**config.mk**
```make
export PLATFORM = sky130hd
export DESIGN_NAME = lbcd_ctrl
export DESIGN_NICKNAME = d
export VERILOG_FILES = /design/src/sv/lbcd_pkg.sv /design/src/sv/lbcd_ctrl.sv
export SDC_FILE = /design/constraint.sdc
export NUM_CORES = 1
export LEC_CHECK = 0
export BUFFER_PORTS_ARGS = -buffer_cell sky130_fd_sc_hd__buf_2
export CAP_MARGIN = 20
export CORE_AREA = 2 2 39 41
export CTS_CLUSTER_SIZE = 30
export DETAILED_ROUTE_END_ITERATION = 6
export DIE_AREA = 0 0 41 43
export PLACE_DENSITY = 0.7
export SYNTH_ARGS = -nofsm -noshare
export SYNTH_HDL_FRONTEND = slang
export SYNTH_SLANG_ARGS = --single-unit
```
**constraint.sdc**
```tcl
create_clock -name i_clk -period 1.9 [get_ports i_clk]
set_input_delay 0.285 -clock i_clk [delete_from_list [all_inputs] [get_ports i_clk]]
set_output_delay 0.285 -clock i_clk [all_outputs]
set_load 0.02 [all_outputs]
```
**src/sv/lbcd_pkg.sv**
```systemverilog
// shared types and constants for the lru block cache directory
`timescale 1ns / 1ps
package lbcd_pkg;
    localparam int ENTRIES = 128;
    localparam int IDX_W   = $clog2(ENTRIES);
    localparam int CNT_W   = $clog2(ENTRIES + 1);

    localparam logic       CMD_GET = 1'b0;
    localparam logic       CMD_PUT = 1'b1;
    localparam logic [1:0] ST_HIT      = 2'd0;
    localparam logic [1:0] ST_INSERTED = 2'd1;
    localparam logic [1:0] ST_GET_MISS = 2'd2;
    localparam logic [1:0] ST_INVALID  = 2'd3;

    typedef struct packed {
        logic        command;
        logic [63:0] node_id;
        logic [63:0] block_id;
    } t_req;

    typedef struct packed {
        logic [1:0]  status;
        logic [6:0]  slot;
        logic        evicted;
        logic [31:0] hit_count;
        logic [31:0] miss_count;
    } t_rsp;

    // controller to datapath
    typedef struct packed {
        logic load;      // capture request, clear scan results
        logic scan_clr;  // reset scan index
        logic scan_step; // examine one entry, advance index
        logic upd_step;  // update one entry's rank, advance index
        logic touch;     // hit: decrement ranks above hit rank
        logic evict;     // evict: decrement all nonzero, clear victim
        logic finish;    // write mru rank / insert, build result
    } t_cmd;

    // datapath to controller
    typedef struct packed {
        logic scan_last;
        logic hit;
        logic full;
        logic put;
    } t_sts;
endpackage

```
**src/sv/lbcd_ctrl.sv**
```systemverilog
// request sequencer for the directory datapath
`timescale 1ns / 1ps
module lbcd_ctrl (
    input  logic           i_clk,
    input  logic           i_rst_n,
    input  logic           i_start,
    input  lbcd_pkg::t_sts i_sts,
    output lbcd_pkg::t_cmd o_cmd,
    output logic           o_busy,
    output logic           o_done
);
    import lbcd_pkg::*;

    typedef enum logic [6:0] {
        S_IDLE   = 7'b0000001,
        S_SCAN   = 7'b0000010,
        S_DRAIN  = 7'b0000100,
        S_DECIDE = 7'b0001000,
        S_UPD    = 7'b0010000,
        S_FINISH = 7'b0100000,
        S_OUT    = 7'b1000000
    } t_state;

    t_state r_state, n_state;
    logic   r_evict, n_evict;

    always_ff @(posedge i_clk) begin
        if (!i_rst_n) begin
            r_state <= S_IDLE;
            r_evict <= 1'b0;
        end else begin
            r_state <= n_state;
            r_evict <= n_evict;
        end
    end

    always_comb begin
        n_state = r_state;
        n_evict = r_evict;
        o_cmd   = '0;
        unique case (r_state)
            S_IDLE: begin
                if (i_start) begin
                    o_cmd.load     = 1'b1;
                    o_cmd.scan_clr = 1'b1;
                    n_state        = S_SCAN;
                end
            end
            S_SCAN: begin
                o_cmd.scan_step = 1'b1;
                if (i_sts.scan_last) begin
                    n_state = S_DRAIN;
                end
            end
            S_DRAIN: begin
                o_cmd.scan_step = 1'b1;
                n_state         = S_DECIDE;
            end
            S_DECIDE: begin
                o_cmd.scan_clr = 1'b1;
                n_evict        = !i_sts.hit && i_sts.put && i_sts.full;
                if (i_sts.hit || n_evict) begin
                    n_state = S_UPD;
                end else begin
                    n_state = S_FINISH;
                end
            end
            S_UPD: begin
                o_cmd.upd_step = 1'b1;
                o_cmd.touch    = !r_evict;
                o_cmd.evict    = r_evict;
                if (i_sts.scan_last) begin
                    o_cmd.upd_step = 1'b0;
                    o_cmd.touch    = 1'b0;
                    n_state        = S_FINISH;
                end
            end
            S_FINISH: begin
                o_cmd.finish = 1'b1;
                n_evict      = 1'b0;
                n_state      = S_OUT;
            end
            S_OUT: begin
                n_state = S_IDLE;
            end
            default: begin
                n_state = S_IDLE;
            end
        endcase
    end

    assign o_busy = (r_state != S_IDLE);
    assign o_done = (r_state == S_OUT);
endmodule

```
==> flow_summary.json <==
{
  "ys_seq_elements": 8,
  "synth-seq-area-share_pct": 29.4,
  "gp_congestion": 0.785,
  "die_w_um": 41,
  "crit_path_max_incr_delay_ns": 0.52,
  "cp_slowest_cell": "or4_4",
  "dr.pass1.iters": 4,
  "cts_sinks": 8,
  "cp_data_required_time_ns": 1.62,
  "final_core_util_pct": 60.8,
  "syn_area_um2": 544,
  "hold_depth": 2,
  "maxSlewViolCount": 0,
  "antenna_found_initial": 0,
  "p_leak_nw": 0.356,
  "die_h_um": 43,
  "layout-area-overhead-vs-synth_pct": 54.7,
  "nets": 101,
  "grt_pass1_wl_um": 2190,
  "grt.total_usage_pct": 18.7,
  "insertion_delay_ns": 0.25,
  "grt_pass1_vias": 519,
  "synth_common_cells": "8 x dfxtp_1, 5 x nor2_1, 4 x inv_1",
  "finalSetupViolations": 4,
  "cts_tree": "built",
  "slew_headroom_pct": 78.9,
  "skew_ns": 0.00654,
  "drc": 0,
  "ys_top_cells_by_area": "dfxtp_1 29%, nor4b_2 5.5%, or4_4 4.1%",
  "crit_type": "flop to output pin",
  "cpMostUsedCell": "or4_4",
  "drive_gt1_share_pct": 55.4,
  "antenna_cells": 0,
  "reg2reg_depth": 4,
  "worst_ep_arrival_time_ns": 1.83,
  "period_needed_ns": 2.11,
  "antenna_left": 0,
  "path_max_fanout": 3,
  "post_drt_wl_per_cell_um": 13.1,
  "synth_nets": 69,
  "vias_per_cell": 5.61,
  "dieArea_um2": 1760,
  "failed_checks": "negative setup slack",
  "startpoint_type": "flop",
  "max_freq_ghz": 0.473,
  "gr-total-overflow": 0,
  "worst-path-buf-inv": 1,
  "drv_cap": 0,
  "worstHoldPathType": "input port to flop",
  "finalSetupTns_ns": -0.530,
  "syn_inst": 62,
  "peakVddDrop_uv": 287,
  "fin_crit_sh_pct": 111,
  "drt_iter0_markers": 5,
  "start_util_pct": 39.3,
  "grt_start_max_net_pins": 11,
  "cp_top_family": "simple AND/OR/NAND/NOR gates",
  "crit_chain": "or4_4 -> or4_4 -> nor3_2 -> buf_4",
  "ys.flop_type": "dfxtp_1",
  "fill_cells": 123,
  "cp-end-kind": "output pin",
  "synth.distinct_cells": 32,
  "wirelength_um": 1410,
  "yosys.area.top_type": "dfxtp_1",
  "rsz0062_at_grt": "true",
  "synth_async_sr_flop_share_pct": 0,
  "h-tree-depth": 1,
  "cts-buffers-inserted": 3,
  "fp-row-count": 14,
  "yosys.cell_count.top_type": "dfxtp_1",
  "crit_cells": 4,
  "worst_slew_pin_slew_ns": 0.316,
  "hpwl_um": 1100,
  "design.portCount": 16,
  "cts.clk_slew.worst_paths_ns": 0.06,
  "num_vias": 606,
  "core_um2": 1380,
  "cts_root_buffer": "clkbuf_4",
  "status": "finished with violations",
  "post-place-ws_ns": 0.0482,
  "power_density_nw_per_um2": 513,
  "yosysWarnings": 0,
  "hold_viol": 0,
  "yosysTopAreaCellShare_pct": 29.4,
  "portBuffers": 15,
  "clock_path_buffers": 2,
  "synth_edf_count": 0,
  "avgSynthCellArea_um2": 8.78,
  "layout_setup_ws_ns": -0.213
}
==> repair_timing <==
item / in CTS / in global routing
endpoints found under the setup margin: 6 / 7
setup buffers: 1 / 1
gates resized for setup: 11 / 6
pin swaps: 2 / 1
hold buffers: 0 / 0
==> cell families after synthesis <==
logic type	after synthesis	share of synthesized area [%]
and+or+nand+nor	33	43.0
AOI/OAI and AO/OA	12	19.3
xor gates and xnor gates	2	3.22
DFF	8	29.4
buffers and inverters	7	5.06
==> final cells by class <==
| type | instances | area, µm² | area share, % |
|---|---|---|---|
| sequential | 8 | 163 | 19.3 |
| clock buffer | 3 | 22.5 | 2.67 |
| inverter | 4 | 15.0 | 1.78 |
| tap | 16 | 20.0 | 2.38 |
| timing repair buffer | 30 | 206 | 24.5 |
| multi-input combinational | 47 | 415 | 49.3 |
==> sequential cells by signal, summed over array words and instances (netlist names) <==
signal   cells
r_state      7
r_evict      1
==> worst reg2reg max path, cell delays in order (launching register included) <==
cell       delay [ns]
dfxtp_2          0.32
or4_4            0.52
or4_4            0.45
buf_4            0.16
a2111oi_2        0.27
==> power by group <==
| group | switching [W] | total (W) | internal [W] |
|---|---|---|---|
| Combinational | 0.0000611 | 0.000122 | 0.0000608 |
| Sequential | 0.00000586 | 0.000179 | 0.000173 |
| Clock | 0.0000588 | 0.000131 | 0.0000724 |
| Total | 0.000126 | 0.000432 | 0.000306 |
==> metal layers <==
layer	routed length [µm]	vias up	GRT usage, %
met1	614	287	20.6
li1	-	302	-
met3	48	2	6.28
met4	8	0	8.00
met2	743	15	30.6
met5	0	-	0
==> path summary, 6_finish.rpt <==
path                 to  startpoint  slack [ns]
min reg2reg     r_evict     r_evict        0.61
max reg2reg  r_state[5]  r_state[3]        0.08
min          r_state[4]     i_rst_n        0.29
max            o_cmd[2]  r_state[3]       -0.21
==> through the flow <==
step	cells	cell area (µm²)	hold WS [ns]	total power [W]
floorplan	62	556	0.402	0.000249
global placement	103	736	0.550	0.000294
detailed placement	103	736	0.542	0.000295
CTS	107	811	0.282	0.000435
global route	108	842	0.279	0.000456
finish	108	842	0.289	0.000432
==> layout by cell type (no fill, tap or decap), drive strengths merged, types with 2 or more instances in the layout <==
cell type and count:
o21a 2, nand2 2, or3 3, and4b 2
nor2 5, buf 30, clkbuf 3, xnor2 2
dfxtp 8, or3b 2, nand3 2, inv 4
a31o 3, nand4 2, nor3 3, or4 3
a2111oi 2, nor4b 4
No activity file was read; power rests on OpenSTA's default activity.
